$ cat src/hdl/pars_pkg.sv
`default_nettype none
// ----------------------------------------------------------------------------
// Priority aging ready scheduler package
// Shared codes, widths and the command and status bundles that join the
// controller and the datapath.
// ----------------------------------------------------------------------------
package pars_pkg;

    localparam int LEVEL_W  = 4;
    localparam int TASK_W   = 5;
    localparam int STATUS_W = 3;

    localparam logic [LEVEL_W-1:0] LEVEL_COUNT_RESET = 4'd8;

    localparam logic OP_ENQ  = 1'b0;
    localparam logic OP_DISP = 1'b1;

    localparam logic [STATUS_W-1:0] ST_ENQ    = 3'd0;
    localparam logic [STATUS_W-1:0] ST_DISP   = 3'd1;
    localparam logic [STATUS_W-1:0] ST_NONE   = 3'd2;
    localparam logic [STATUS_W-1:0] ST_BADPRI = 3'd3;
    localparam logic [STATUS_W-1:0] ST_DUP    = 3'd4;

    typedef struct packed {
        logic load;
        logic decode;
        logic start1;
        logic start2;
        logic run;
        logic commit;
        logic out_load;
    } cmd_t;

    typedef struct packed {
        logic is_disp;
        logic cnt_zero;
        logic pass_done;
        logic found;
        logic out_free;
    } sts_t;

endpackage
`default_nettype wire

$ cat src/hdl/priority_aging_ready_scheduler.sv
`default_nettype none
// ----------------------------------------------------------------------------
// Priority aging ready scheduler
// Multilevel ready queue with one-step aging on every dispatch.
// ----------------------------------------------------------------------------
// Requests arrive on in_valid/in_ready with opcode, task_id and priority_req;
// each gives exactly one result on out_valid/out_ready with status,
// chosen_task and chosen_level. level_count is to be written through cfg_we
// only while the block is idle, which the block itself does not enforce;
// it then takes effect for the next request.
// One request is worked on at a time. A dispatch scans the W waiting tasks
// through a two-stage read pipeline on the order memory and the task memory,
// one task a cycle, once to choose and again to rewrite the order when a
// task was chosen; nothing is scanned when no task is waiting.
// A finished result waits in the output register; a new request is accepted
// meanwhile, and its result is held back until the register is taken.
// Reset empties all queues and sets level_count to eight. Task levels in
// memory are only read for tasks that are waiting, so no clearing pass runs.
// ----------------------------------------------------------------------------
module priority_aging_ready_scheduler
#(
    parameter int MAX_TASKS  = 32,
    parameter int MAX_LEVELS = 8
)
(
    input  wire logic                              clk,
    input  wire logic                              rst_n,
    input  wire logic                              cfg_we,
    input  wire logic [pars_pkg::LEVEL_W-1:0]      level_count,
    input  wire logic                              in_valid,
    output logic                                   in_ready,
    input  wire logic                              opcode,
    input  wire logic [pars_pkg::TASK_W-1:0]       task_id,
    input  wire logic [pars_pkg::LEVEL_W-1:0]      priority_req,
    output logic                                   out_valid,
    input  wire logic                              out_ready,
    output logic [pars_pkg::STATUS_W-1:0]          status,
    output logic [pars_pkg::TASK_W-1:0]            chosen_task,
    output logic [pars_pkg::LEVEL_W-1:0]           chosen_level
);

    pars_pkg::cmd_t cmd;
    pars_pkg::sts_t sts;

    pars_ctrl u_ctrl
    (
        .clk      (clk),
        .rst_n    (rst_n),
        .in_valid (in_valid),
        .in_ready (in_ready),
        .sts      (sts),
        .cmd      (cmd)
    );

    pars_datapath
    #(
        .MAX_TASKS  (MAX_TASKS),
        .MAX_LEVELS (MAX_LEVELS)
    )
    u_datapath
    (
        .clk          (clk),
        .rst_n        (rst_n),
        .cmd          (cmd),
        .sts          (sts),
        .cfg_we       (cfg_we),
        .level_count  (level_count),
        .opcode       (opcode),
        .task_id      (task_id),
        .priority_req (priority_req),
        .out_valid    (out_valid),
        .out_ready    (out_ready),
        .status       (status),
        .chosen_task  (chosen_task),
        .chosen_level (chosen_level)
    );

    a_one_request: assert property (@(posedge clk) disable iff (!rst_n)
        (in_valid && in_ready) |=> !in_ready)
        else $error("Second request accepted while one is in progress.");

    a_commit_found: assert property (@(posedge clk) disable iff (!rst_n)
        cmd.commit |-> sts.found)
        else $error("Dispatch committed without a chosen task.");

    a_quiet_result: assert property (@(posedge clk) disable iff (!rst_n)
        (out_valid && (status != pars_pkg::ST_DISP)) |->
        ((chosen_task == '0) && (chosen_level == '0)))
        else $error("Non-dispatch result carries a task or level.");

endmodule
`default_nettype wire

$ cat src/hdl/pars_ctrl.sv
`default_nettype none
// ----------------------------------------------------------------------------
// Priority aging ready scheduler controller
// Sequences decode, the search pass, the rewrite pass and result hand-off.
// ----------------------------------------------------------------------------
module pars_ctrl
(
    input  wire logic          clk,
    input  wire logic          rst_n,
    input  wire logic          in_valid,
    output logic               in_ready,
    input  wire pars_pkg::sts_t sts,
    output pars_pkg::cmd_t     cmd
);

    localparam logic [2:0] S_IDLE = 3'd0;
    localparam logic [2:0] S_DEC  = 3'd1;
    localparam logic [2:0] S_P1   = 3'd2;
    localparam logic [2:0] S_P2   = 3'd3;
    localparam logic [2:0] S_FIN  = 3'd4;

    logic [2:0] state_reg;
    logic [2:0] state_next;

    assign in_ready = (state_reg == S_IDLE);

    always_comb
    begin
        state_next = state_reg;
        cmd        = '0;
        case (state_reg)
            S_IDLE:
            begin
                if (in_valid)
                begin
                    cmd.load   = 1'b1;
                    state_next = S_DEC;
                end
            end
            S_DEC:
            begin
                cmd.decode = 1'b1;
                if (sts.is_disp && !sts.cnt_zero)
                begin
                    cmd.start1 = 1'b1;
                    state_next = S_P1;
                end
                else
                begin
                    state_next = S_FIN;
                end
            end
            S_P1:
            begin
                cmd.run = 1'b1;
                if (sts.pass_done)
                begin
                    if (sts.found)
                    begin
                        cmd.start2 = 1'b1;
                        state_next = S_P2;
                    end
                    else
                    begin
                        state_next = S_FIN;
                    end
                end
            end
            S_P2:
            begin
                cmd.run = 1'b1;
                if (sts.pass_done)
                begin
                    cmd.commit = 1'b1;
                    state_next = S_FIN;
                end
            end
            S_FIN:
            begin
                if (sts.out_free)
                begin
                    cmd.out_load = 1'b1;
                    state_next   = S_IDLE;
                end
            end
            default:
            begin
                state_next = S_IDLE;
            end
        endcase
    end

    always_ff @(posedge clk or negedge rst_n)
    begin
        if (!rst_n)
        begin
            state_reg <= S_IDLE;
        end
        else
        begin
            state_reg <= state_next;
        end
    end

endmodule
`default_nettype wire

$ cat src/hdl/pars_datapath.sv
`default_nettype none
// ----------------------------------------------------------------------------
// Priority aging ready scheduler datapath
// Holds the global wait order in two banks, per-task level and fresh mark,
// the waiting flags, the scan pipeline and the result register.
// ----------------------------------------------------------------------------
module pars_datapath
#(
    parameter int MAX_TASKS  = 32,
    parameter int MAX_LEVELS = 8
)
(
    input  wire logic                              clk,
    input  wire logic                              rst_n,
    input  wire pars_pkg::cmd_t                    cmd,
    output pars_pkg::sts_t                         sts,
    input  wire logic                              cfg_we,
    input  wire logic [pars_pkg::LEVEL_W-1:0]      level_count,
    input  wire logic                              opcode,
    input  wire logic [pars_pkg::TASK_W-1:0]       task_id,
    input  wire logic [pars_pkg::LEVEL_W-1:0]      priority_req,
    output logic                                   out_valid,
    input  wire logic                              out_ready,
    output logic [pars_pkg::STATUS_W-1:0]          status,
    output logic [pars_pkg::TASK_W-1:0]            chosen_task,
    output logic [pars_pkg::LEVEL_W-1:0]           chosen_level
);

    localparam int LW  = pars_pkg::LEVEL_W;
    localparam int TW  = (MAX_TASKS > 1) ? $clog2(MAX_TASKS) : 1;
    localparam int CW  = $clog2(MAX_TASKS + 1);
    localparam int AW  = $clog2(2 * MAX_TASKS);
    localparam int TMW = LW + 1;
    localparam logic [AW-1:0] BANK_OFF = AW'(MAX_TASKS);
    localparam logic [LW:0]   MAXL     = (LW+1)'(MAX_LEVELS);

    logic [TW-1:0]  ord_mem [0:2*MAX_TASKS-1];
    logic [TMW-1:0] tm_mem  [0:MAX_TASKS-1];

    logic [LW-1:0]               lc_reg;
    logic                        op_reg;
    logic [pars_pkg::TASK_W-1:0] tid_reg;
    logic [LW-1:0]               pri_reg;
    logic [MAX_TASKS-1:0]        waiting_reg;
    logic [CW-1:0]               cnt_reg;
    logic                        bank_reg;
    logic                        mode_reg;
    logic [CW-1:0]               rd_idx_reg;
    logic                        s1_vld_reg;
    logic [TW-1:0]               ord_rd_reg;
    logic                        s2_vld_reg;
    logic [TW-1:0]               s2_tid_reg;
    logic [TMW-1:0]              tm_rd_reg;
    logic                        found_reg;
    logic [TW-1:0]               best_tid_reg;
    logic [LW-1:0]               best_lev_reg;
    logic                        best_mv_reg;
    logic [CW-1:0]               mcnt_reg;
    logic [CW-1:0]               wi_reg;
    logic [CW-1:0]               wj_reg;
    logic [pars_pkg::STATUS_W-1:0] res_status_reg;
    logic [pars_pkg::TASK_W-1:0]   res_task_reg;
    logic [LW-1:0]                 res_lev_reg;
    logic                          out_valid_reg;
    logic [pars_pkg::STATUS_W-1:0] out_status_reg;
    logic [pars_pkg::TASK_W-1:0]   out_task_reg;
    logic [LW-1:0]                 out_lev_reg;

    logic [LW-1:0]                 eff_lv;
    logic                          tid_ok;
    logic [TW-1:0]                 tid_idx;
    logic                          pri_ok;
    logic [pars_pkg::STATUS_W-1:0] enq_status;
    logic                          enq_go;
    logic [LW-1:0]                 s2_lev;
    logic                          s2_fr;
    logic                          s2_inr;
    logic                          s2_mv;
    logic [LW-1:0]                 s2_new;
    logic                          s2_better;
    logic                          p2_wr;
    logic                          issue;
    logic [AW-1:0]                 rd_addr;
    logic [AW-1:0]                 cur_base;
    logic [AW-1:0]                 oth_base;
    logic                          ord_we;
    logic [AW-1:0]                 ord_waddr;
    logic [TW-1:0]                 ord_wdata;
    logic [TW-1:0]                 tm_waddr;
    logic [TMW-1:0]                tm_wdata;

    always_comb
    begin
        if (lc_reg == '0)
        begin
            eff_lv = LW'(1);
        end
        else if ({1'b0, lc_reg} > MAXL)
        begin
            eff_lv = LW'(MAX_LEVELS);
        end
        else
        begin
            eff_lv = lc_reg;
        end
    end

    assign tid_ok  = (32'(tid_reg) < 32'(MAX_TASKS));
    assign tid_idx = TW'(tid_reg);
    assign pri_ok  = (pri_reg != '0) && (pri_reg <= eff_lv);

    always_comb
    begin
        if (!pri_ok || !tid_ok)
        begin
            enq_status = pars_pkg::ST_BADPRI;
        end
        else if (waiting_reg[tid_idx])
        begin
            enq_status = pars_pkg::ST_DUP;
        end
        else
        begin
            enq_status = pars_pkg::ST_ENQ;
        end
    end

    assign enq_go = cmd.decode && (op_reg == pars_pkg::OP_ENQ) &&
                    (enq_status == pars_pkg::ST_ENQ);

    // A waiting task that is not fresh and sits on levels 2 up to the level
    // count moves one level up; movers go behind everything else in order.
    assign s2_lev    = tm_rd_reg[LW-1:0];
    assign s2_fr     = tm_rd_reg[LW];
    assign s2_inr    = (s2_lev <= eff_lv);
    assign s2_mv     = s2_inr && !s2_fr && (s2_lev >= LW'(2));
    assign s2_new    = s2_lev - LW'(s2_mv);
    assign s2_better = s2_inr && (!found_reg || (s2_new < best_lev_reg) ||
                       ((s2_new == best_lev_reg) && best_mv_reg && !s2_mv));
    assign p2_wr     = s2_vld_reg && mode_reg && (s2_tid_reg != best_tid_reg);

    assign issue    = cmd.run && (rd_idx_reg < cnt_reg);
    assign cur_base = bank_reg ? BANK_OFF : '0;
    assign oth_base = bank_reg ? '0 : BANK_OFF;
    assign rd_addr  = cur_base + AW'(rd_idx_reg);

    assign ord_we    = enq_go || p2_wr;
    assign ord_waddr = enq_go ? (cur_base + AW'(cnt_reg))
                              : (oth_base + AW'(s2_mv ? wj_reg : wi_reg));
    assign ord_wdata = enq_go ? tid_idx : s2_tid_reg;
    assign tm_waddr  = enq_go ? tid_idx : s2_tid_reg;
    assign tm_wdata  = enq_go ? {1'b1, pri_reg} : {(s2_inr ? 1'b0 : s2_fr), s2_new};

    always_ff @(posedge clk)
    begin
        if (ord_we)
        begin
            ord_mem[ord_waddr] <= ord_wdata;
        end
        if (issue)
        begin
            ord_rd_reg <= ord_mem[rd_addr];
        end
    end

    always_ff @(posedge clk)
    begin
        if (ord_we)
        begin
            tm_mem[tm_waddr] <= tm_wdata;
        end
        if (s1_vld_reg)
        begin
            tm_rd_reg  <= tm_mem[ord_rd_reg];
            s2_tid_reg <= ord_rd_reg;
        end
    end

    always_ff @(posedge clk)
    begin
        if (cmd.load)
        begin
            op_reg  <= opcode;
            tid_reg <= task_id;
            pri_reg <= priority_req;
        end
        if (cmd.out_load)
        begin
            out_status_reg <= res_status_reg;
            out_task_reg   <= res_task_reg;
            out_lev_reg    <= res_lev_reg;
        end
    end

    always_ff @(posedge clk or negedge rst_n)
    begin
        if (!rst_n)
        begin
            lc_reg         <= pars_pkg::LEVEL_COUNT_RESET;
            waiting_reg    <= '0;
            cnt_reg        <= '0;
            bank_reg       <= 1'b0;
            mode_reg       <= 1'b0;
            rd_idx_reg     <= '0;
            s1_vld_reg     <= 1'b0;
            s2_vld_reg     <= 1'b0;
            found_reg      <= 1'b0;
            best_tid_reg   <= '0;
            best_lev_reg   <= '0;
            best_mv_reg    <= 1'b0;
            mcnt_reg       <= '0;
            wi_reg         <= '0;
            wj_reg         <= '0;
            res_status_reg <= pars_pkg::ST_NONE;
            res_task_reg   <= '0;
            res_lev_reg    <= '0;
            out_valid_reg  <= 1'b0;
        end
        else
        begin
            if (cfg_we)
            begin
                lc_reg <= level_count;
            end

            s1_vld_reg <= issue;
            s2_vld_reg <= s1_vld_reg;

            if (cmd.start1 || cmd.start2)
            begin
                rd_idx_reg <= '0;
            end
            else if (issue)
            begin
                rd_idx_reg <= rd_idx_reg + CW'(1);
            end

            if (cmd.start1)
            begin
                mode_reg  <= 1'b0;
                found_reg <= 1'b0;
                mcnt_reg  <= '0;
            end
            else if (s2_vld_reg && !mode_reg)
            begin
                if (s2_better)
                begin
                    found_reg    <= 1'b1;
                    best_tid_reg <= s2_tid_reg;
                    best_lev_reg <= s2_new;
                    best_mv_reg  <= s2_mv;
                end
                if (s2_mv)
                begin
                    mcnt_reg <= mcnt_reg + CW'(1);
                end
            end

            if (cmd.start2)
            begin
                mode_reg <= 1'b1;
                wi_reg   <= '0;
                wj_reg   <= cnt_reg - CW'(1) - mcnt_reg + CW'(best_mv_reg);
            end
            else if (p2_wr)
            begin
                if (s2_mv)
                begin
                    wj_reg <= wj_reg + CW'(1);
                end
                else
                begin
                    wi_reg <= wi_reg + CW'(1);
                end
            end

            if (cmd.decode)
            begin
                res_status_reg <= (op_reg == pars_pkg::OP_ENQ) ? enq_status
                                                               : pars_pkg::ST_NONE;
                res_task_reg   <= '0;
                res_lev_reg    <= '0;
            end

            if (enq_go)
            begin
                waiting_reg[tid_idx] <= 1'b1;
                cnt_reg              <= cnt_reg + CW'(1);
            end

            if (cmd.commit)
            begin
                waiting_reg[best_tid_reg] <= 1'b0;
                cnt_reg        <= cnt_reg - CW'(1);
                bank_reg       <= !bank_reg;
                res_status_reg <= pars_pkg::ST_DISP;
                res_task_reg   <= pars_pkg::TASK_W'(best_tid_reg);
                res_lev_reg    <= best_lev_reg;
            end

            if (cmd.out_load)
            begin
                out_valid_reg <= 1'b1;
            end
            else if (out_ready)
            begin
                out_valid_reg <= 1'b0;
            end
        end
    end

    assign sts.is_disp   = (op_reg == pars_pkg::OP_DISP);
    assign sts.cnt_zero  = (cnt_reg == '0);
    assign sts.pass_done = (rd_idx_reg == cnt_reg) && !s1_vld_reg && !s2_vld_reg;
    assign sts.found     = found_reg;
    assign sts.out_free  = !out_valid_reg || out_ready;

    assign out_valid    = out_valid_reg;
    assign status       = out_status_reg;
    assign chosen_task  = out_task_reg;
    assign chosen_level = out_lev_reg;

endmodule
`default_nettype wire

$ cat config.mk
export PLATFORM = sky130hd
export DESIGN_NAME = priority_aging_ready_scheduler
export DESIGN_NICKNAME = d
export VERILOG_FILES = /design/src/hdl/pars_pkg.sv /design/src/hdl/priority_aging_ready_scheduler.sv /design/src/hdl/pars_ctrl.sv /design/src/hdl/pars_datapath.sv
export SDC_FILE = /design/constraint.sdc
export NUM_CORES = 1
export LEC_CHECK = 0
export BUFFER_PORTS_ARGS = -buffer_cell sky130_fd_sc_hd__buf_4
export CORE_MARGIN = 2
export CORE_UTILIZATION = 50
export CTS_CLUSTER_DIAMETER = 200
export CTS_CLUSTER_SIZE = 10
export DETAILED_ROUTE_END_ITERATION = 6
export PLACE_DENSITY = 0.66
export SYNTH_ARGS = -nofsm -noshare
export SYNTH_HDL_FRONTEND = slang
export SYNTH_SLANG_ARGS = --single-unit
export TNS_END_PERCENT = 50
$ cat constraint.sdc
create_clock -name clk -period 6.5 [get_ports clk]
set_input_delay 1.95 -clock clk [delete_from_list [all_inputs] [get_ports clk]]
set_output_delay 1.95 -clock clk [all_outputs]
set_load 0.01 [all_outputs]
### After elaboration in Yosys (flattened, before gate mapping)

Memory sizes are Yosys's and may differ from the RTL's. A register that Yosys moved wholly into a read port is not among the register bits.
Cells that the tools add are included.

| operators by class | value |
|---|---|
| bitwise gates (word level) | 5 |
| multiplexer cells | 67 |
| add/sub/neg operators | 12 |
| reductions and logical operators | 53 |
| order comparisons | 10 |
| equality and inequality tests | 12 |

Operators by type and width:

| kind | count |
|---|---|
| 6-bit 2-to-1 mux | 17 |
| 32-bit 2-to-1 mux | 2 |
| 3-bit 2-to-1 mux | 11 |
| 32-bit AND | 1 |
| 32-bit NOT | 1 |
| 32-bit OR | 1 |
| 6-bit by 1-bit adder with 6-bit output, second input constant | 5 |
| 1-bit 2-to-1 mux | 24 |
| 5-bit 2-to-1 mux | 4 |
| 2-bit nonzero test | 10 |
| 6-bit adder | 3 |
| 1-bit logical AND | 17 |
| 4-bit 2-to-1 mux | 4 |
| 3-bit case mux with 5 select lines | 1 |
| 5-bit by 6-bit less-than comparator with 1-bit output, second input constant | 2 |
| 1-bit demux with 5-bit select | 2 |
| 5-bit by 1-bit greater-or-equal comparator with 1-bit output, second input constant | 2 |
| 1-bit zero test | 9 |
| 4-bit less-or-equal comparator | 2 |
| 2-bit != test, second input constant | 4 |
| 2-bit AND reduction | 4 |
| 6-bit by 1-bit adder with 6-bit output | 1 |
| 3-bit by 2-bit == test with 1-bit output, second input constant | 2 |
| 6-bit == test | 1 |
| 23 further kinds | 29 |

| word-level totals | value |
|---|---|
| memories kept | 2 |
| output and inout bits | 14 |
| register bits after elaboration | 124 |
| bits of input ports | 19 |
| logic and storage cells | 188 |
| memory bits (writable) | 480 |

Memories:

| name | depth | bits a word | rd ports | clocked after Yosys merged registers in | write ports | RTL line | RTL |
|---|---|---|---|---|---|---|---|
| u_datapath.ord_mem | 64 | 5 | 1 | 1 | 1 | pars_datapath.sv:37 | `logic [TW-1:0] ord_mem [0:2*MAX_TASKS-1];` |
| u_datapath.tm_mem | 32 | 5 | 1 | 1 | 1 | pars_datapath.sv:38 | `logic [TMW-1:0] tm_mem [0:MAX_TASKS-1];` |

### Depth between registers and ports, before layout

Gate-level depths: netlist of run 1.

| logic depth | value |
|---|---|
| word-level depth | 15 |
| depth in mapped cells | 19 |
| mapped depth without buffers | 19 |

### Modules after synthesis

A second synthesis of run 1 with hierarchy kept.

| second synthesis, totals | value |
|---|---|
| cell total of the unflattened synthesis | 1,500 |
| area, all modules | 26,257.7 um^2 |

Modules (own cells, without submodules):

| module | cells an instance | area each (um^2) | seq. area each (um^2) | instances |
|---|---|---|---|---|
| pars_datapath | 1,470 | 25,999.9 | 17,879.6 | 1 |
| pars_ctrl | 30 | 257.7 | 75.1 | 1 |

### Worst setup path before layout of run 1

OpenSTA, ideal clock, no wires.

| timing path | value |
|---|---|
| kind | register to register |
| start | register u_datapath.lc_reg[3] |
| end | memory u_datapath.ord_mem[0][1] (netlist name), data pin |
| slack | 0.914 ns |
| cell stages (with the launch flop) | 12 |
| required time | 5.798 ns |
| data arrival time | 4.884 ns |
| path buffers | 2 |
| setup time | 0.702 ns |
| period minus slack after synthesis | 5.586 ns |
| cells stage by stage | dfstp_2 > inv_1 > nand2_1 > ha_1 > nor2b_1 > o21a_1 > o21a_1 > o21ai_0 > nand3_4 > buf_2 > clkbuf_1 > o21ai_0 |

| between the ends | value |
|---|---|
| longest elaborated chain between the ends | 9 |
| elaborated cells on any way between the ends | 10 |
| those cells by class | order compare: 2; mux: 4; reduce/logical: 4 |

RTL lines:

| what | RTL line | RTL |
|---|---|---|
| start, declared | pars_datapath.sv:40 | `logic [LW-1:0] lc_reg;` |
| start signal, assigned | pars_datapath.sv:199 | `lc_reg <= pars_pkg::LEVEL_COUNT_RESET;` |
| start signal, assigned | pars_datapath.sv:223 | `lc_reg <= level_count;` |
| 4-bit > comparator | pars_datapath.sv:98 | `else if ({1'b0, lc_reg} > MAXL)` |
| 4-bit 2-to-1 mux | pars_datapath.sv:98 |  |
| 4-bit 2-to-1 mux * | pars_datapath.sv:94 | `if (lc_reg == '0)` |
| 4-bit less-or-equal comparator * | pars_datapath.sv:110 | `assign pri_ok = (pri_reg != '0) && (pri_reg <= eff_lv);` |
| 1-bit logical AND * | pars_datapath.sv:110 |  |
| 3-bit 2-to-1 mux * | pars_datapath.sv:114 | `if (!pri_ok \|\| !tid_ok)` |
| 3-bit zero test * | pars_datapath.sv:129 | `(enq_status == pars_pkg::ST_ENQ);` |
| 1-bit logical AND * | pars_datapath.sv:128 | `assign enq_go = cmd.decode && (op_reg == pars_pkg::OP_ENQ) &&` |
| 5-bit 2-to-1 mux * | pars_datapath.sv:150 | `assign ord_wdata = enq_go ? tid_idx : s2_tid_reg;` |
| net u_datapath.ord_wdata[1] | pars_datapath.sv:88 | `logic [TW-1:0] ord_wdata;` |
| end, declared | pars_datapath.sv:37 |  |

Mark *: on every way through the listed nets, which the timed path passes. The rest lies on a longest branch.

### Final worst setup path of run 1

| timing path | value |
|---|---|
| start | register u_datapath.tid_reg (netlist bit u_datapath.tid_idx[1]) |
| end | memory u_datapath.tm_mem[12][3] (netlist name), enable pin |

| between the ends | value |
|---|---|
| longest elaborated chain between the ends | 9 |
| elaborated cells on any way between the ends | 10 |
| those cells by class | mux: 7; reduce/logical: 3 |

RTL lines:

| what | RTL line | RTL |
|---|---|---|
| start, declared | pars_datapath.sv:42 | `logic [pars_pkg::TASK_W-1:0] tid_reg;` |
| start signal, assigned | pars_datapath.sv:184 | `tid_reg <= task_id;` |
| 1-bit binary-select mux with 5-bit select | pars_datapath.sv:118 | `else if (waiting_reg[tid_idx])` |
| 1-bit 2-to-1 mux (implied by the code) | pars_datapath.sv:118 |  |
| 3-bit 2-to-1 mux | pars_datapath.sv:118 |  |
| 3-bit 2-to-1 mux | pars_datapath.sv:114 |  |
| 3-bit zero test | pars_datapath.sv:129 |  |
| 1-bit logical AND | pars_datapath.sv:128 |  |
| 1-bit logical OR | pars_datapath.sv:147 | `assign ord_we = enq_go \|\| p2_wr;` |
| 1-bit 2-to-1 mux | pars_datapath.sv:168 | `if (ord_we)` |
| 1-bit 2-to-1 mux (implied by the code) | pars_datapath.sv:170 | `tm_mem[tm_waddr] <= tm_wdata;` |
| end, declared | pars_datapath.sv:38 |  |

Parallel ways exist; a longest one is shown, timed or not. The select of a mux whose other input is x is not followed.

==> summary.md, run 1 <==
| Metric | Value |
|---|---|
| Post-Layout Cell Count | 2293 |
| CTS tree | yes |
| Vias per inst | 6.22 |
| Initial core utilization | 0.509 |
| Post-Syn Nets | about 1.6k |
| Peak supply drop | 0.000178 V |
| Hold Path Origin | u_datapath.res_task_reg[3]$_DFFE_PN0P_ |
| FP Rows | 83 |
| Worst Hold Depth | 0 |
| Final setup vio count | 0 |
| Nets@finish | between 1.5k and 2k |
| Initial antenna violation count | 0 |
| Share of layout cells above drive strength 1 | 0.219 |
| Post-Route M1 WL | 25700 um |
| Minimum clock period | ~4600 ps |
| Power consumption | 7860 uW |
| # IOs | 33 |
| Rel. slew slack | 0.171 |
| Drt pass-1 iters | 5 |
| Cell leakage power | 0.00878 uW |
| Post-Syn Area | around 0.026 mm2 |
| Register area share after synthesis | 0.684 |
| Largest net degree at the start of global routing | 74 |
| Die Span Y | around 230 um |
| Post-detail-place hpwl | 36100 um |
| Clk Latency, worst-skew pair | approximately 600 ps |
| Synth Area per Inst | 17.2 um2 |
| CP startpoint kind | flop |
| Wire length on met3 | 4240 um |
| CP Data Required Time | around 6700 ps |
| CP max-delay cell | edfxtp_1 |
| Pwr dens | approximately 270 mW/mm2 |
| Final core occ | 0.569 |
| EDFF count, synth | 517 |
| DRC violations left | 0 |
| Routed Antenna Nets | 0 |
| Routability Congestion | 0.840 |
| Global Route Usage Sum | 0.221 |
| Critical path peak fanout | 34 |
| Worst r2r path cells | 8 |
| Die area | roughly 0.054 mm2 |
| WP depth | 8 |
| Total grt overflow | 0 |
| FF-to-FF Start | u_datapath.tid_idx[1]$_DFFE_PP_ |
| Total CTS buffers | 71 |
| Number of global-route vias before repair | ~14k |
| Syn. warnings | 0 |
| Final hold vios | 0 |
| Clock Skews | 27.5 ps |
| CP delay by family, top | compound AO/OA/AOI/OAI gates |
| First-pass GRT wire length | 89300 um |
| Worst hold path type | flop to flop |
| Met2 WL post-DR | 27000 um |
| IO Port Bufs | 32 |
| Total number of vias | around 14k |
| Root Driver | clkbuf_16 |
| Fmax | 215 MHz |
| Crit Path Category | flop to flop |
| Post-CTS Repair Setup Buffers | 0 |
| Cell taking the most area after synthesis | edfxtp_1 |
| Most used DFF post-synth | edfxtp_1 |
| Reg clk slew, reported paths | 60 ps |
| Area of the core | 0.0516 mm2 |
| Worst Tran Pin Value | approximately 1200 ps |
| Number of hold buffers added after cts | 0 |
| Max Slew Vio Count | 0 |
| Worst Setup SP | u_datapath.tid_idx[1]$_DFFE_PP_ |
| Run status | finished clean |
| Fill cell count | around 3.8k |
| Async SR Flop Fraction | 0.158 |
| Synth top area share | 0.591 |
| Area grow syn2layout | 11.7% |
| Critical-path cell list | mux2i_1, a22oi_1, nand4_1, a22o_2, nand3_4, mux2i_4, inv_2, a211oi_1 |
| Dominant cells by area after synthesis | edfxtp_1, mux4_2, dfrtp_1, ha_1, a211oi_1 |
| WL final | 58100 um |
| Final period utilization | 0.714 |
| Wire per inst | 25.4 um |
| Largest register FFs | 320 |
| Mapped Cells | between 1.5k and 2k |
| Most common library cells after synthesis | edfxtp_1, mux4_2, dfrtp_1 |
| Delay of the slowest cell on the worst path | 1140 ps |
| Number of max-cap violations | 0 |
| Post-CTS sizing | 0 |
| Initial detailed-routing violation count | 1465 |
| WP buf/inv | 1 |
| Library cells used by synthesis | 71 |
| Most common cell in the synthesized netlist | edfxtp_1 |
| Cell count after placement | ~2.2k |
| Die W | 233 um |
| RSZ-0062 raised after global routing | no |
| Setup TNS | 0 ps |
| #FFs+latches synth | between 600 and 700 |
| Diodes inserted | 0 |
| Clock buffer depth | 3 |
| Crit. End Element | flop |
| H-tree levels | 3 |
| Clk sinks | 614 |
| Worst Path Arrival | 4860 ps |
| Top sig layer | met4 |
## worst paths after layout
kind / slack [ps] / end
worst max register to register: 1860 / u_datapath.tm_mem[12][3]$_DFFE_PP_
worst min-delay path: 450 / u_datapath.chosen_task[3]$_DFFE_PP_
worst min register to register: 450 / u_datapath.chosen_task[3]$_DFFE_PP_
max in group asynchronous: 4040 / u_datapath.rd_idx_reg[1]$_DFFE_PN0P_
worst max-delay path: 1860 / u_datapath.tm_mem[12][3]$_DFFE_PP_
min in group asynchronous: 1490 / u_datapath.waiting_reg[19]$_DFF_PN0_
## area by class of cell
type	count	area, um2	share of cell area
multi-input combinational	776	7850	0.267
clock buffer	109	1940	0.0661
sequential	614	18000	0.612
timing repair buffer	67	503	0.0171
clock inverter	7	91.3	0.00311
tap	680	851	0.0290
inverter	40	150	0.00512
## logic make-up after synthesis
kind of cell,count (synthesis),synth area share
buffers and inverters,133,0.0204
xor gates and xnor gates,43,0.0143
AOI/OAI and AO/OA,197,0.0514
muxes,206,0.154
DFF,614,0.684
and+or+nand+nor,292,0.0582
adders and majority gates,38,0.0184
## power breakdown
part           switching (uW)  total (uW)  internal, uW  leakage [uW]
registers                1.65        4240          4230       0.00486
logic                    48.4        68.3          19.9       0.00295
clock network            1490        3550          2060      0.000975
## metal layers
layer,up-vias,track usage
met3,78,0.0403
li1,6284,-
met1,7303,0.330
met2,588,0.333
met4,0,0.0687
met5,-,0
## layout by cell type (no fill, tap or decap), types with 44 or more instances in the layout
cell       synthesis  routed
nor2_1            61      59
clkbuf_16          0      72
nand2_1           56      53
a21oi_1           48      45
dfrtp_1           95      93
buf_4              3      67
nor3_1            46      44
a211oi_1          46      46
mux4_2           155     155
edfxtp_1         517     517
## stage by stage
| stage | hold WS, ps | area (um2) | setup WS, ps |
|---|---|---|---|
| after global routing | 469 | 29300 | 1580 |
| after global placement | 431 | 27300 | 2150 |
| after CTS | 450 | 29300 | 1930 |
| after floorplan | 424 | 26300 | 914 |
| after detailed placement | 438 | 27300 | 1970 |
| final | 449 | 29300 | 1860 |
No activity file was read; power rests on OpenSTA's default activity.
==> run 2: changes to the inputs <==
==> constraint.sdc (replaced) <==
create_clock -name clk -period 4.3 [get_ports clk]
set_input_delay 1.29 -clock clk [delete_from_list [all_inputs] [get_ports clk]]
set_output_delay 1.29 -clock clk [all_outputs]
set_load 0.01 [all_outputs]
==> summary.md, run 2 (same netlist as run 1, synthesis figures left out) <==
| Metric | Value |
|---|---|
| Delay of the slowest cell on the worst path | 810 ps (-330 ps) |
| Die W | 233 um (unchanged) |
| Final hold vios | 0 (unchanged) |
| Crit Path Category | flop to flop |
| Drt pass-1 iters | 5 (unchanged) |
| Diodes inserted | 0 (unchanged) |
| CTS tree | yes |
| Post-Layout Cell Count | 2353 (+2.6%) |
| Clk sinks | 614 (unchanged) |
| Minimum clock period | 3970 ps (-671 ps) |
| Rel. slew slack | 0.164 (-0.00662) |
| # IOs | 33 (unchanged) |
| FP Rows | 83 (unchanged) |
| Largest net degree at the start of global routing | 65 (-12%) |
| Final period utilization | 0.924 (+0.210) |
| Root Driver | clkbuf_16 |
| Reg clk slew, reported paths | 60 ps (about the same) |
| H-tree levels | 3 (unchanged) |
| Die Span Y | 233 um (unchanged) |
| Worst Tran Pin Value | 1220 ps (-20.1 ps) |
| Clock buffer depth | 3 (unchanged) |
| Area of the core | 0.0516 mm2 (unchanged) |
| Total number of vias | 14.7k (+2.9%) |
| Commonest non-fill, non-tap cell in the layout | edfxtp_1 |
| Critical path peak fanout | 32 (-5.9%) |
| Number of global-route vias before repair | 14.7k (+1.4%) |
| Run status | finished clean |
| Post-detail-place hpwl | 37300 um (+3.3%) |
| Crit. End Element | flop |
| IO Port Bufs | 32 (unchanged) |
| Area grow syn2layout | 13.9% |
| Peak supply drop | 0.000240 V (+34%) |
| Clk Latency, worst-skew pair | 610 ps (about the same) |
| DRC violations left | 0 (unchanged) |
| Total grt overflow | 0 (unchanged) |
| Critical-path cell list | inv_1, nand2_1, ha_1, nor2b_1, o21a_1, o21a_1, o21a_1, o32ai_1, nand3_1, buf_4, a211oi_1 |
| Worst hold path type | flop to flop |
| CP max-delay cell | a211oi_1 |
| Initial detailed-routing violation count | 1576 (+7.6%) |
| Largest register FFs | 320 (unchanged) |
| Nets@finish | 1692 (+4.0%) |
| Number of max-cap violations | 0 (unchanged) |
| Total CTS buffers | 71 (unchanged) |
| Wire per inst | 24.8 um (-2.2%) |
| CP most frequent cell | o21a_1 |
| RSZ-0062 raised after global routing | no |
| Setup TNS | 0 ps (unchanged) |
| Clock Skews | 26.2 ps (-1.27 ps) |
| CP startpoint kind | flop |
| Cell count after placement | 2242 (+3.0%) |
| Die area | 0.0544 mm2 (unchanged) |
| Fmax | 252 MHz (+17%) |
| Initial core utilization | 0.509 (unchanged) |
| Final setup vio count | 0 (unchanged) |
| Cell leakage power | 0.00919 uW (+4.6%) |
| Global Route Usage Sum | 0.223 (+0.00177) |
| Routability Congestion | 0.834 (-0.73%) |
| WL final | 58400 um (+0.41%) |
| Post-CTS sizing | 0 (unchanged) |
| Vias per inst | 6.24 (+0.31%) |
| Share of layout cells above drive strength 1 | 0.248 (+0.0286) |
| Routed Antenna Nets | 0 (unchanged) |
| First-pass GRT wire length | 91100 um (+2.0%) |
| CP Data Required Time | 4510 ps (-2200 ps) |
| Worst Path Arrival | 4180 ps (-680 ps) |
| Most frequent cells in the layout | edfxtp_1, mux4_2, buf_4 |
| Max Slew Vio Count | 0 (unchanged) |
| Number of hold buffers added after cts | 0 (unchanged) |
| Post-CTS Repair Setup Buffers | 0 (unchanged) |
| Initial antenna violation count | 0 (unchanged) |
| Pwr dens | 397 mW/mm2 (+48%) |
## run 2: cell types whose count changed in the layout (fill, tap and decap cells not counted), sizes merged
| cell | before | now |
|---|---|---|
| buf | 67 | 132 |
| clkbuf | 109 | 104 |
## run 2: power breakdown
part	internal, uW	switching [uW]	leakage, uW
clock network	3090	2260	0.000969
logic	34.3	72.8	0.00336
registers	6400	2.51	0.00486
total	9530	2330	0.00919
## run 2: routing by layer
metal / wire (um) / up-vias / share of wire / GRT usage
met4: 1060 / 0 / 0.018 / 0.0617
met2: 27300 / 590 / 0.47 / 0.343
met3: 3930 / 78 / 0.067 / 0.0325
met1: 26100 / 7622 / 0.45 / 0.335
met5: 0 / - / 0 / 0
li1: - / 6382 / - / -
## run 2: final timing paths
check                      cells after the start  slack [ps]                                   start                                   to
setup reg to reg                              11         330        u_datapath.lc_reg[3]$_DFFE_PN1P_  u_datapath.ord_mem[19][0]$_DFFE_PP_
max in group asynchronous                      2        2800                                   rst_n     u_datapath.lc_reg[3]$_DFFE_PN1P_
hold / removal                                 0         460  u_datapath.res_task_reg[0]$_DFFE_PN0P_  u_datapath.chosen_task[0]$_DFFE_PP_
setup / recovery                              11         330        u_datapath.lc_reg[3]$_DFFE_PN1P_  u_datapath.ord_mem[19][0]$_DFFE_PP_
hold reg to reg                                0         460  u_datapath.res_task_reg[0]$_DFFE_PN0P_  u_datapath.chosen_task[0]$_DFFE_PP_
min in group asynchronous                      1         700                                   rst_n  u_datapath.waiting_reg[5]$_DFF_PN0_
## run 2: through the flow
step / hold WS [ps] / setup slack (ps) / power, uW / instance area, um2 / utilization
5_1_grt: 470 / 21.1 / 12200 / 29900 / 0.579
6_report: 458 / 327 / 11900 / 29900 / 0.579
3_3_place_gp: 439 / 335 / 6630 / 27900 / 0.540
3_5_place_dp: 447 / 256 / 6630 / 27900 / 0.540
2_1_floorplan: 424 / 585 / 6570 / 26300 / -
4_1_cts: 459 / 234 / 12000 / 29900 / 0.579
## run 2: area by class of cell
type | count | area [um2]
repair buffers | 132 | 1090
inverters | 40 | 150
clock buffers | 104 | 1920
clock inverters | 7 | 91.3
multi-input cells | 776 | 7840
fillers | 3827 | 21700
well taps | 680 | 851
flip-flops and latches | 614 | 18000
## run 2: worst max-delay path: cells and delay by family (launching register included)
| family | cells | cell delay [ps] |
|---|---|---|
| flip-flops | 1 | 530 |
| buffers and inverters | 2 | 370 |
| AND/OR/NAND/NOR | 3 | 400 |
| AO/OA/AOI/OAI | 5 | 2020 |
| adder cells (fa/ha/maj) | 1 | 250 |
==> run 3: changes to the inputs <==
--- a/config.mk
+++ b/config.mk
@@ -8,7 +8,7 @@
 export BUFFER_PORTS_ARGS = -buffer_cell sky130_fd_sc_hd__buf_4
 export CORE_MARGIN = 2
 export CORE_UTILIZATION = 50
-export CTS_CLUSTER_DIAMETER = 200
+export CTS_CLUSTER_DIAMETER = 100
 export CTS_CLUSTER_SIZE = 10
 export DETAILED_ROUTE_END_ITERATION = 6
 export PLACE_DENSITY = 0.66
==> constraint.sdc (replaced) <==
create_clock -name clk -period 4.44 [get_ports clk]
set_input_delay 1.332 -clock clk [delete_from_list [all_inputs] [get_ports clk]]
set_output_delay 1.332 -clock clk [all_outputs]
set_load 0.01 [all_outputs]
==> summary.md, run 3 (same netlist as run 1, synthesis figures left out) <==
| Metric | Value |
|---|---|
| Worst Path Arrival | 4440 ps (+260 ps) |
| WP buf/inv | 2 (unchanged) |
| Vias per inst | 6.27 (+0.57%) |
| Largest register FFs | 320 (unchanged) |
| CTS tree | yes |
| Sequential cell fraction of total power | 0.546 (+0.006) |
| Share of layout cells above drive strength 1 | 0.244 (-0.00384) |
| RSZ-0062 raised after global routing | no |
| Fmax | 237 MHz (-5.8%) |
| Worst Tran Pin Value | 1200 ps (-19.6 ps) |
| Pwr dens | 383 mW/mm2 (-3.5%) |
| Final Cell Area | 0.0297 mm2 (-0.69%) |
| FP Rows | 83 (unchanged) |
| Clk Latency, worst-skew pair | 610 ps (about the same) |
| Multi-input gate area | 0.00785 mm2 (+0.14%) |
| Worst Setup SP | u_datapath.lc_reg[3]$_DFFE_PN1P_ |
| Die W | 233 um (unchanged) |
| Nets@finish | 1676 (-0.95%) |
| Crit. End Element | flop |
| Die Span Y | 233 um (unchanged) |
| # IOs | 33 (unchanged) |
| Routability Congestion | 0.850 (+1.9%) |
| Rel. slew slack | 0.196 (+0.0320) |
| Critical path peak fanout | 9 (-72%) |
| FF-to-FF Start | u_datapath.lc_reg[3]$_DFFE_PN1P_ |
| CP max-delay cell | a211oi_1 |
| CP most frequent cell | a211oi_1 |
| Total grt overflow | 0 (unchanged) |
| Register area | 0.0180 mm2 (unchanged) |
| Internal power | 9130 uW (-4.1%) |
| Routed Antenna Nets | 0 (unchanged) |
| Number of global-route vias before repair | 14.5k (-1.0%) |
| CP Data Required Time | 4660 ps (+150 ps) |
| Placed Instance Area | 0.0277 mm2 (-0.52%) |
| Worst hold path type | flop to flop |
| Clock Skews | 21.4 ps (-4.81 ps) |
| Diodes inserted | 0 (unchanged) |
| First-pass GRT wire length | 90200 um (-1.0%) |
| Peak supply drop | 0.000256 V (+6.9%) |
| Number of max-cap violations | 0 (unchanged) |
| Reg clk slew, reported paths | 60 ps (about the same) |
| WL final | 58200 um (-0.36%) |
| Final period utilization | 0.950 (+0.0258) |
| Post-detail-place hpwl | 37900 um (+1.5%) |
| Largest net degree at the start of global routing | 65 (unchanged) |
| Run status | finished clean |
| H-tree levels | 3 (unchanged) |
| Crit Path Category | flop to flop |
| Max Slew Vio Count | 0 (unchanged) |
| Drt pass-1 iters | 5 (unchanged) |
| Initial antenna violation count | 1 (+1) |
| Total CTS buffers | 71 (unchanged) |
| Gate power share | 0.009 (about the same) |
| DRC violations left | 0 (unchanged) |
| CP delay by family, top | compound AO/OA/AOI/OAI gates |
| Clk sinks | 614 (unchanged) |
| Final hold vios | 0 (unchanged) |
| Number of hold buffers added after cts | 0 (unchanged) |
| Critical-path cell list | inv_1, nand2_1, ha_1, nor2b_1, o21ai_1, a21oi_1, or4_1, a211oi_1, mux2i_1, buf_4, a211oi_1 |
| Commonest non-fill, non-tap cell in the layout | edfxtp_1 |
| Area grow syn2layout | 13.1% |
| Final setup vio count | 0 (unchanged) |
| Hold Path Origin | u_datapath.res_task_reg[4]$_DFFE_PN0P_ |
| Global Route Usage Sum | 0.221 (-0.00194) |
| Clock buffer depth | 3 (unchanged) |
| Initial core utilization | 0.509 (unchanged) |
| NetSw | 2230 uW (-4.3%) |
| Clock network power share | 0.445 (-0.006) |
| Minimum clock period | 4220 ps (+244 ps) |
| Switching share of power | 0.196 (-0.000322) |
| Delay of the slowest cell on the worst path | 760 ps (-50 ps) |
| CP startpoint kind | flop |
| Most frequent cells in the layout | edfxtp_1, mux4_2, buf_4 |
| Initial detailed-routing violation count | 1545 (-2.0%) |
| Wire per inst | 25.1 um (+0.97%) |
| Root Driver | clkbuf_16 |
| Fill cell count | 3779 (-1.3%) |
| Area of the core | 0.0516 mm2 (unchanged) |
| Total number of vias | 14.6k (-0.76%) |
| Die area | 0.0544 mm2 (unchanged) |
| IO Port Bufs | 32 (unchanged) |
| Setup TNS | 0 ps (unchanged) |
| Cell leakage power | 0.00906 uW (-1.3%) |
[run 3: cell types whose count changed in the layout (fill, tap and decap cells not counted), moves of 2 or more]
cell,before,now
buf_12,8,6
clkbuf_1,32,17
clkinv_8,1,4
inv_16,2,0
buf_4,124,110
[run 3: per-stage QoR]
stage          total power, uW  setup WS, ps  utilization  std cells  hold slack [ps]
2_1_floorplan             6360           725            -       1523              424
3_5_place_dp              6420           219        0.537       2226              440
4_1_cts                  11500           210        0.575       2322              456
6_report                 11400           223        0.575       2322              451
3_3_place_gp              6410           373        0.537       2226              436
5_1_grt                  11700          15.9        0.575       2322              468
[run 3: final timing paths]
kind,slack [ps],to,depth (start not counted)
max,220,u_datapath.ord_mem[24][1]$_DFFE_PP_,11
max in group asynchronous,2810,u_datapath.rd_idx_reg[0]$_DFFE_PN0P_,2
min in group asynchronous,730,u_datapath.waiting_reg[20]$_DFF_PN0_,1
max reg2reg,220,u_datapath.ord_mem[24][1]$_DFFE_PP_,11
min reg2reg,450,u_datapath.chosen_task[4]$_DFFE_PP_,0
min,450,u_datapath.chosen_task[4]$_DFFE_PP_,0
[run 3: routing by layer]
metal,track usage,vias to the layer above,wire length [um]
met5,0,-,0
li1,-,6343,-
met3,0.0408,72,3880
met2,0.329,534,26800
met4,0.0675,0,1120
met1,0.333,7612,26300
[run 3: power groups by stage]
stage,Clock (uW),Combinational [uW],Sequential (uW)
2_1_floorplan,0,45.2,6320
3_3_place_gp,0,98.3,6320
5_1_grt,5370,114,6200
3_5_place_dp,0,102,6320
6_report,5060,102,6200
4_1_cts,5150,103,6200
[run 3: area by class of cell]
class	instances	area share
well taps	680	0.0286
clock inverters	8	0.00337
multi-input cells	776	0.264
repair buffers	116	0.0318
clock buffers	88	0.0620
inverters	40	0.00505
flip-flops and latches	614	0.605
[run 3: repair_timing]
action,4_1_cts,5_1_grt
setup endpoints to repair,0,15
gates resized for setup,0,3
setup buffers,0,0
